===== config.mk =====
export PLATFORM = sky130hd
export DESIGN_NAME = bia_ctrl
export DESIGN_NICKNAME = d
export VERILOG_FILES = /design/src/rtl/bia_pkg.sv /design/src/rtl/bia_ctrl.sv
export SDC_FILE = /design/constraint.sdc
export NUM_CORES = 1
export LEC_CHECK = 0
export BUFFER_PORTS_ARGS = -buffer_cell sky130_fd_sc_hd__buf_2
export CAP_MARGIN = 20
export CORE_AREA = 2 2 39 41
export CTS_CLUSTER_SIZE = 14
export DETAILED_ROUTE_END_ITERATION = 12
export DIE_AREA = 0 0 41 43
export GPL_ROUTABILITY_DRIVEN = 0
export PLACE_DENSITY_LB_ADDON = 0.15
export SLEW_MARGIN = 20
export SYNTH_ARGS = -nofsm -noshare
export SYNTH_HDL_FRONTEND = slang
export SYNTH_SLANG_ARGS = --single-unit

===== constraint.sdc =====
create_clock -name aclk -period 2.9 [get_ports aclk]
set_clock_uncertainty 0.15 [all_clocks]
set_input_delay 0.435 -clock aclk [delete_from_list [all_inputs] [get_ports aclk]]
set_output_delay 0.435 -clock aclk [all_outputs]
set_load 0.01 [all_outputs]

===== src/rtl/bia_pkg.sv =====
// Shared types, constants and helpers for the bitmap identifier allocator.
`timescale 1ns / 1ps

package bia_pkg;

    localparam int MAX_ID    = 65535;
    localparam int WORD_BITS = 64;
    localparam int MAP_WORDS = (MAX_ID + WORD_BITS) / WORD_BITS;
    localparam int IO_W      = 16;

    localparam int BIT_W    = $clog2(WORD_BITS);
    localparam int ADDR_W   = $clog2(MAP_WORDS);
    localparam int CNT_W    = $clog2(MAP_WORDS + 1);
    localparam int ID_RAW_W = $clog2(MAX_ID + 1);
    localparam int ID_W     = (ID_RAW_W > IO_W) ? ID_RAW_W : IO_W;
    localparam int HINT_W   = ID_W + 1;
    localparam int LAST_BIT = MAX_ID % WORD_BITS;

    typedef logic [WORD_BITS-1:0] word_t;
    typedef logic [ADDR_W-1:0]    addr_t;
    typedef logic [BIT_W-1:0]     bit_t;
    typedef logic [CNT_W-1:0]     cnt_t;
    typedef logic [ID_W-1:0]      id_t;
    typedef logic [HINT_W-1:0]    hint_t;

    localparam addr_t LAST_ADDR = addr_t'(MAP_WORDS - 1);
    // bits of the last map word that lie above the maximum identifier
    localparam word_t TOP_MASK  = ~((word_t'(2) << LAST_BIT) - word_t'(1));

    localparam logic ACT_ALLOC = 1'b0;
    localparam logic ACT_FREE  = 1'b1;

    typedef enum logic [1:0] {
        ST_ALLOCATED = 2'd0,
        ST_FULL      = 2'd1,
        ST_FREED     = 2'd2,
        ST_IGNORED   = 2'd3
    } status_t;

    typedef enum logic [2:0] {
        S_CLEAR,
        S_IDLE,
        S_READ,
        S_CHECK,
        S_OUT
    } state_t;

    typedef struct packed {
        logic clr;
        logic load;
        logic rd;
        logic ign;
        logic chk;
        logic out_load;
    } ctrl_cmd_t;

    typedef struct packed {
        logic clr_last;
        logic ign;
        logic chk_done;
        logic out_free;
    } ctrl_sts_t;

    function automatic bit_t first_one(input word_t v);
        bit_t idx;
        idx = '0;
        for (int i = WORD_BITS - 1; i >= 0; i--) begin
            if (v[i]) begin
                idx = bit_t'(i);
            end
        end
        return idx;
    endfunction

endpackage


===== src/rtl/bia_ctrl.sv =====
// Controller state machine for the bitmap identifier allocator.
`timescale 1ns / 1ps

module bia_ctrl (
    input  logic                aclk,
    input  logic                aresetn,
    input  logic                s_valid,
    output logic                s_ready,
    input  bia_pkg::ctrl_sts_t  sts,
    output bia_pkg::ctrl_cmd_t  cmd
);
    import bia_pkg::*;

    state_t state_reg;
    state_t state_next;

    always_ff @(posedge aclk) begin
        if (!aresetn) begin
            state_reg <= S_CLEAR;
        end else begin
            state_reg <= state_next;
        end
    end

    always_comb begin
        state_next = state_reg;
        cmd        = '0;
        s_ready    = 1'b0;
        case (state_reg)
            S_CLEAR: begin
                cmd.clr = 1'b1;
                if (sts.clr_last) begin
                    state_next = S_IDLE;
                end
            end
            S_IDLE: begin
                s_ready = 1'b1;
                if (s_valid) begin
                    cmd.load   = 1'b1;
                    state_next = S_READ;
                end
            end
            S_READ: begin
                if (sts.ign) begin
                    cmd.ign    = 1'b1;
                    state_next = S_OUT;
                end else begin
                    cmd.rd     = 1'b1;
                    state_next = S_CHECK;
                end
            end
            S_CHECK: begin
                cmd.chk = 1'b1;
                if (sts.chk_done) begin
                    state_next = S_OUT;
                end else begin
                    state_next = S_READ;
                end
            end
            S_OUT: begin
                if (sts.out_free) begin
                    cmd.out_load = 1'b1;
                    state_next   = S_IDLE;
                end
            end
            default: begin
                state_next = S_IDLE;
            end
        endcase
    end

endmodule


**Word level (Yosys, flattened, before mapping)**

Cells that the tools add are included.

- Flip-flop bits (word level): 3
- Word-level logic and storage cells: 26

- Equal/unequal tests: 7
- Multiplexer cells: 16
- Reductions and logical operators: 2

Operators with widths:

| cell | count |
|---|---|
| 3-bit two-way mux | 5 |
| 3-bit one-hot mux with 5 select lines | 1 |
| 1-bit two-way mux | 9 |
| 3-bit by 2-bit == test with 1-bit output, second input constant | 2 |
| 2-bit != test, second input constant | 3 |
| 3-bit by 1-bit == test with 1-bit output, second input constant | 1 |
| 3-bit == test, second input constant | 1 |
| 3-bit zero test | 1 |
| 3-bit AND reduction | 1 |
| 2-bit two-way mux | 1 |

**Longest topological paths before layout**

Gate-level depths: netlist of run 1.

- Depth in word-level cells: 3
- Mapped depth: 4
- Depth with buffers taken out: 3

**Least setup slack after synthesis of run 1**

Ideal clock, no wire load.

- Path type: reg2out
- Start: register state_reg[0]
- End: output cmd[4] in the netlist's numbering
- Data arrival time: 1.031 ns
- Required time: 2.315 ns
- Path slack: 1.284 ns
- Stages on the path, launching flop included: 4
- Buffers on the path: 1
- Cell sequence: dfxtp_1 -> buf_6 -> nor3b_1 -> and2_1

RTL lines:

| item | RTL line | RTL |
|---|---|---|
| start: declaration | bia_ctrl.sv:14 | `state_t state_reg;` |
| start signal: assignment | bia_ctrl.sv:21 | `state_reg <= state_next;` |
| end: declaration | bia_ctrl.sv:10 | `output bia_pkg::ctrl_cmd_t cmd` |

==> impl_metrics.yaml, run 1 <==
die:
  initial_core_util_pct: 17.5
  fp.dieW_um: 41
  rows: 14
  ioPinCount: 14
  core_mm2: 0.00138
  design.die.area_mm2: 0.00176
  die_h_um: 43
setup_path:
  crit_path_max_incr_delay_ns: 0.49
  reg2reg_slack_ns: 1.51
  cp_top_family: "flip-flops"
  critPathLaunchType: "flip-flop"
  r2r_cells: 3
  cp_num_buf_inv: 1
  end_kind: "output pin"
  critPathKind: "reg -> out"
  rr_startpoint: "state_reg[2]"
  crit_arrival_ns: 1.31
  critical_path.cell_chain: "nor2b_1 > nor3b_1 > buf_2"
  timing.rr.end: "state_reg[1]"
  cp.required_ns: 2.32
  critPathMaxFanout: 11
  critPathSlowestCell: "dfxtp_1"
global_route:
  grt_overflow: 0
  grt_pass1_vias: 237
  antenna_found_initial: 0
  grt_max_degree: 12
  grt_pass1_wl_um: 876
  track_usage_pct: 7.52
clocking:
  postCtsSetupRepairBufs: 0
  cts_root_buffer: "clkbuf_4"
  htree_num_levels: 1
  clock_path_buffers: 2
  cts_resized: 0
  cts_tree: "done"
  cts_made_buffers: 3
  cts.sinks: 3
  hold_buffers: 0
  insertion_delay_ns: 0.23
  clk_pin_slew_ns: 0.04
drt:
  wl_um: 540
  antenna_left: 0
  vias: 236
  drt_iter0_markers: 3
  dr.pass1.iters: 3
  via_per_inst: 4.07
  drc: 0
  wire_per_inst_um: 9.31
synth:
  yosys.area_share.simple_pct: 33.7
  ys_top_cells_by_area: "dfxtp_1, buf_6, nor3_1"
  ys_seq_area_share_pct: 24.9
  synth_compound_area_share_pct: 21.2
  synth_top_family_by_area: "simple AND/OR/NAND/NOR gates"
  synth_top_area_cell: "dfxtp_1"
  synthCells: 28
  synth_adder_area_share_pct: 0
  synth_top_area_share_pct: 24.9
  yosysWarnings: 0
  synth_xor_area_share_pct: 0
  synth.cell_area_um2: 241
  synth_edf_count: 0
  ys_ff_latch: 3
  synthTopCellsByCount: "buf_6, dfxtp_1, nand2_1, nor3_1"
  syn_nets: 35
  synthArstFlopShare_pct: 0
  synth-main-ff-cell: "dfxtp_1"
  avgSynthCellArea_um2: 8.62
  synth_cell_type_count: 18
  synth.area.mux_share_pct: 6.22
timing:
  setup_ws_ns: 1.01
  finalCritPeriodShare_pct: 65.2
  period_minus_slack_ns: 1.89
  report.final.slew_viol_count: 0
  worst_pin_slew_ns: 0.332
  tns_ns: 0
  grt_setup_unrepaired: "false"
  slew_headroom_pct: 77.8
  fmax_mhz: 529
  setup_viol: 0
  hold_viol: 0
hold_path:
  hold_class: "in -> reg"
  hp-start: "aresetn"
  hold_end: "state_reg[2]"
  hold_path_depth: 2
power_and_ir_drop:
  leakage_uw: 0.000144
  ir_drop_v: 0.000127
  power_uw: 157
  p_per_area_mw_per_mm2: 492
cells_and_area:
  finalNetCount: 50
  largest_reg_flops: 3
  nFillCells: 162
  drive_gt1_share_pct: 42.9
  n_antenna_cell: 0
  syn_to_final_growth_pct: 32.1
flow_run:
  maxCapViolations: 0
place:
  place_ws_ns: 1.25
  port_buffers: 13
  dpl.hpwl_um: 431
status:
  status: "finished, final reports clean"
-- cell type report --
class / count / area [um^2] / share of cell area, %
Tap cell: 16 / 20.0 / 6.27
Timing Repair Buffer: 13 / 65.1 / 20.4
Sequential cell: 3 / 60.1 / 18.8
Clock buffer: 4 / 26.3 / 8.24
Multi-Input combinational cell: 22 / 148 / 46.3
-- layer usage --
layer | vias up | routed length [um] | global-route usage (%)
met5 | - | 0 | 0
met4 | 0 | 0 | 6.00
met3 | 0 | 27 | 3.14
met2 | 7 | 254 | 10.0
met1 | 102 | 258 | 8.97
li1 | 127 | - | -
-- cell families (layout without fill, tap and decap cells) --
group	Yosys count	after routing
AO/OA/AOI/OAI	7	7
multiplexers	1	1
AND/OR/NAND/NOR	14	14
buffers and inverters	3	17
flip-flops	3	3
-- worst max path at each step --
stage	from	cells after the start	to	slack [ns]
6_report	state_reg[1]	3	cmd[3]	1.01
5_1_grt	state_reg[1]	3	cmd[3]	0.88
4_1_cts	state_reg[1]	3	cmd[3]	0.99
3_5_place_dp	state_reg[1]	3	cmd[3]	1.25
3_3_place_gp	state_reg[1]	3	cmd[3]	1.26
2_1_floorplan	state_reg[0]	3	cmd[4]	1.28
-- stage by stage --
| stage | hold slack (ns) | util (%) | instance area (um^2) | cells |
|---|---|---|---|---|
| 6_report | 0.306 | 23.1 | 319 | 58 |
| 5_1_grt | 0.308 | 23.1 | 319 | 58 |
| 4_1_cts | 0.305 | 23.1 | 319 | 58 |
| 3_5_place_dp | 0.484 | 21.2 | 293 | 54 |
| 3_3_place_gp | 0.496 | 21.2 | 293 | 54 |
| 2_1_floorplan | 0.395 | - | 241 | 28 |
-- cells in the final DEF (no fill, tap or decap), drive strengths merged --
cell,netlist,layout
nor4b,1,1
nor3b,2,2
nor2b,1,1
and2,2,2
and3b,1,1
o31a,1,1
a21oi,1,1
a211oi,1,1
mux2,1,1
nand2,3,3
nor2,1,1
o31ai,1,1
clkbuf,0,4
nor3,3,3
buf,3,13
dfxtp,3,3
o21ai,2,2
o21bai,1,1
-- where the power goes --
part	internal (uW)	switching, uW
clock	51.4	19.5
sequential	45.0	8.82
combinational	17.6	14.7
total	114	43.0
(Power assumes the default switching activity.)
==> run 2: changes to the inputs <==
==> constraint.sdc (replaced) <==
create_clock -name aclk -period 1.6 [get_ports aclk]
set_clock_uncertainty 0.15 [all_clocks]
set_input_delay 0.24 -clock aclk [delete_from_list [all_inputs] [get_ports aclk]]
set_output_delay 0.24 -clock aclk [all_outputs]
set_load 0.01 [all_outputs]
==> impl_metrics.yaml, run 2 (synthesized netlist as in run 1, its figures left out) <==
timing:
  report.final.slew_viol_count: 0
  setup_ws_ns: 0.0862
  grt_setup_unrepaired: "false"
  fmax_mhz: 661
  period_minus_slack_ns: 1.51
  worst_pin_slew_ns: 0.258
  tns_ns: 0
  finalCritPeriodShare_pct: 94.6
  hold_viol: 0
  setup_viol: 0
  slew_headroom_pct: 82.6
setup_path:
  end_kind: "output pin"
  critPathKind: "reg -> out"
  critPathMaxFanout: 8
  cp.required_ns: 1.21
  crit_arrival_ns: 1.12
  critPathLaunchType: "flip-flop"
status:
  status: "finished, final reports clean"
clocking:
  cts_made_buffers: 3
  cts.sinks: 3
  clock_path_buffers: 2
  htree_num_levels: 1
  clk_pin_slew_ns: 0.04
  insertion_delay_ns: 0.23
  cts_root_buffer: "clkbuf_4"
  cts_tree: "done"
  hold_buffers: 0
die:
  design.die.area_mm2: 0.00176
  rows: 14
  ioPinCount: 14
  initial_core_util_pct: 17.5
  core_mm2: 0.00138
  fp.dieW_um: 41
  die_h_um: 43
cells_and_area:
  drive_gt1_share_pct: 56.8
  largest_reg_flops: 3
  syn_to_final_growth_pct: 44.6
  layout_common_cells: "buf_2, nand2_1, clkbuf_4"
  final_common_cell: "buf_2"
  n_antenna_cell: 0
  post-route-util_pct: 25.2
  design_area_um2: 349
  finalNetCount: 52
power_and_ir_drop:
  leakage_uw: 0.000163
  ir_drop_v: 0.000210
  p_per_area_mw_per_mm2: 869
drt:
  drc: 0
  vias: 245
  dr.pass1.iters: 3
  wire_per_inst_um: 10.4
  drt_iter0_markers: 3
  antenna_left: 0
  wl_um: 625
  via_per_inst: 4.08
global_route:
  grt_max_degree: 11
  antenna_found_initial: 0
  grt_pass1_vias: 264
  track_usage_pct: 8.73
  grt_overflow: 0
  grt_pass1_wl_um: 986
place:
  port_buffers: 13
  dpl.hpwl_um: 480
  place_ws_ns: 0.203
  placed_area_um2: 308
flow_run:
  maxCapViolations: 0
hold_path:
  hold_class: "in -> reg"
## run 2: changes by cell type in the layout (fill, tap and decap cells not counted), sizes merged
cell	previous run	this run
buf	13	15
## run 2: what timing repair did
action | CTS | global route
setup endpoints to repair | 0 | 3
resized for setup | 0 | 5
setup buffers | 0 | 0
## run 2: cell type report
cell class	count	area [um^2]
Fill cell	159	1030
Sequential cell	3	62.6
Multi-Input combinational cell	22	160
Clock buffer	4	26.3
Tap cell	16	20.0
Timing Repair Buffer	15	80.1
## run 2: layer usage
metal / vias to the layer above / wire, um / part of all wire, % / track usage (%)
li1: 131 / - / - / -
met1: 107 / 265 / 42 / 9.29
met2: 7 / 324 / 52 / 12.2
met3: 0 / 35 / 5.6 / 3.66
met4: 0 / 0 / 0 / 8.00
met5: - / 0 / 0 / 0
## run 2: final timing paths
kind         slack [ns]  cells past startpoint         start            to
max                0.09                      3  state_reg[0]        cmd[2]
min                 0.1                      2       aresetn  state_reg[2]
max reg2reg        0.27                      3  state_reg[2]  state_reg[1]
min reg2reg        0.44                      3  state_reg[0]  state_reg[0]
## run 2: per-stage QoR
stage | hold WS (ns) | cells | power (uW)
floorplan | 0.218 | 28 | 144
global placement | 0.334 | 56 | 170
detailed placement | 0.345 | 56 | 167
CTS | 0.0942 | 60 | 308
global route | 0.0974 | 60 | 323
finish | 0.0997 | 60 | 303
## run 2: critical path: stages (launching register included)
cell and delay, ns:
dfxtp_1 0.32, buf_4 0.17, nor3_2 0.24, buf_2 0.17
## run 2: power by group
part / switching, uW / total [uW] / internal (uW)
combinational: 38.3 / 78.1 / 39.8
clock: 40.4 / 134 / 93.6
sequential: 9.03 / 91.2 / 82.2
==> run 3: changes to the inputs <==
--- a/config.mk
+++ b/config.mk
@@ -8,6 +8,7 @@
 export BUFFER_PORTS_ARGS = -buffer_cell sky130_fd_sc_hd__buf_2
 export CAP_MARGIN = 20
 export CORE_AREA = 2 2 39 41
+export CTS_BUF_LIST = sky130_fd_sc_hd__clkbuf_8
 export CTS_CLUSTER_SIZE = 14
 export DETAILED_ROUTE_END_ITERATION = 12
 export DIE_AREA = 0 0 41 43
==> constraint.sdc (replaced) <==
create_clock -name aclk -period 1.6 [get_ports aclk]
set_clock_uncertainty 0.15 [all_clocks]
set_input_delay 0.48 -clock aclk [delete_from_list [all_inputs] [get_ports aclk]]
set_output_delay 0.48 -clock aclk [all_outputs]
set_load 0.01 [all_outputs]
==> impl_metrics.yaml, run 3 (synthesized netlist as in run 1, its figures left out) <==
status:
  status: "complete, but fails checks"
  violations: "negative setup slack"
timing:
  setup_viol: 6
  finalCritPeriodShare_pct: 105
  period_minus_slack_ns: 1.68
  fmax_mhz: 596
  setup_ws_ns: -0.0775
  slew_headroom_pct: 81.9
  hold_viol: 0
  worst_pin_slew_ns: 0.268
  report.final.slew_viol_count: 0
  grt_setup_unrepaired: "true"
cells_and_area:
  syn_to_final_growth_pct: 104
  final_common_cell: "buf_2"
  n_antenna_cell: 0
  design_area_um2: 492
  layout_common_cells: "buf_2, buf_4"
  nFillCells: 154
  largest_reg_flops: 3
  finalNetCount: 62
  seq_area_um2: 71.3
  drive_gt1_share_pct: 74.1
  multi_input_area_um2: 189
drt:
  antenna_left: 0
  vias: 295
  wl_um: 744
  drc: 0
  via_per_inst: 4.21
  dr.pass1.iters: 2
  drt_iter0_markers: 1
  wire_per_inst_um: 10.6
clocking:
  cts_made_buffers: 3
  cts.sinks: 3
  cts_root_buffer: "clkbuf_8"
  htree_num_levels: 1
  clock_path_buffers: 2
  insertion_delay_ns: 0.22
  cts_tree: "done"
  clk_pin_slew_ns: 0.03
  hold_buffers: 0
hold_path:
  hold_class: "in -> reg"
  hold_path_depth: 2
  hp-start: "aresetn"
die:
  rows: 14
  ioPinCount: 14
  initial_core_util_pct: 17.5
  design.die.area_mm2: 0.00176
  fp.dieW_um: 41
  die_h_um: 43
  core_mm2: 0.00138
setup_path:
  reg2reg_slack_ns: 0.11
  critPathMaxFanout: 4
  cp_top_family: "flip-flops"
  crit_arrival_ns: 1.05
  crit_path_max_incr_delay_ns: 0.35
  cp.depth: 3
  rr_startpoint: "state_reg[2]"
  r2r_cells: 5
  cp-startpoint: "state_reg[2]"
  cp_num_buf_inv: 2
  end_kind: "output pin"
  critical_path.cell_chain: "buf_4 > nor3_2 > buf_2"
  critPathLaunchType: "flip-flop"
  cp.required_ns: 0.97
  critPathSlowestCell: "dfxtp_4"
  critPathKind: "reg -> out"
global_route:
  track_usage_pct: 10.4
  grt_overflow: 0
  grt_pass1_wl_mm: 1.16
  antenna_found_initial: 0
  grt_pass1_vias: 276
  grt_max_degree: 11
flow_run:
  maxCapViolations: 0
place:
  port_buffers: 13
  place_ws_ns: -0.0664
  placed_area_um2: 350
  dpl.hpwl_um: 519
power_and_ir_drop:
  leakage_uw: 0.000239
  ir_drop_v: 0.000239
  p_per_area_mw_per_mm2: 856
## run 3: cell types whose count changed in the layout (fill, tap and decap cells not counted), moves of 2 or more
cell	change
dfxtp_4	+3
clkbuf_8	+3
buf_4	+7
buf_6	+3
clkbuf_4	-3
nor3_1	-2
dfxtp_2	-2
nor3_2	+2
## run 3: final cells by class
| class | count | share of cell area [%] |
|---|---|---|
| Multi-Input combinational cell | 22 | 38.4 |
| Sequential cell | 3 | 14.5 |
| Clock buffer | 3 | 8.40 |
| Clock inverter | 1 | 0.763 |
| Tap cell | 16 | 4.07 |
| Timing Repair Buffer | 25 | 33.8 |
## run 3: power breakdown
| group | total (uW) | internal, uW | switching [uW] | leakage [uW] |
|---|---|---|---|---|
| Clock | 215 | 163 | 51.7 | 0.0000269 |
| Combinational | 113 | 65.8 | 47.5 | 0.000186 |
| Sequential | 92.2 | 81.4 | 10.8 | 0.0000267 |
| Total | 421 | 311 | 110 | 0.000239 |
## run 3: through the flow
stage / cells / utilization, % / setup TNS, ns / hold WS (ns) / total power [uW]
after floorplan: 28 / - / 0 / 0.395 / 145
after global placement: 61 / 25.3 / -0.0941 / 0.507 / 181
after detailed placement: 61 / 25.3 / -0.101 / 0.492 / 180
after CTS: 66 / 31.9 / -0.246 / 0.353 / 417
after global routing: 70 / 35.5 / -0.607 / 0.362 / 451
final: 70 / 35.5 / -0.281 / 0.364 / 421
## run 3: final timing paths
kind,end
setup / recovery,cmd[2]
hold / removal,state_reg[2]
hold reg to reg,state_reg[1]
setup reg to reg,state_reg[0]
## run 3: routing by layer
metal	GRT usage [%]	share of wire, %	vias up
met4	12.0	0	0
met2	12.2	51	8
met1	14.1	45	135
li1	-	-	152
met3	1.57	4.2	0
met5	0	0	-
## run 3: what timing repair did
action                                  CTS  global route
setup buffers                             1             4
gates resized for setup                  12             7
pin swaps                                 2             2
endpoints found under the setup margin    7             7
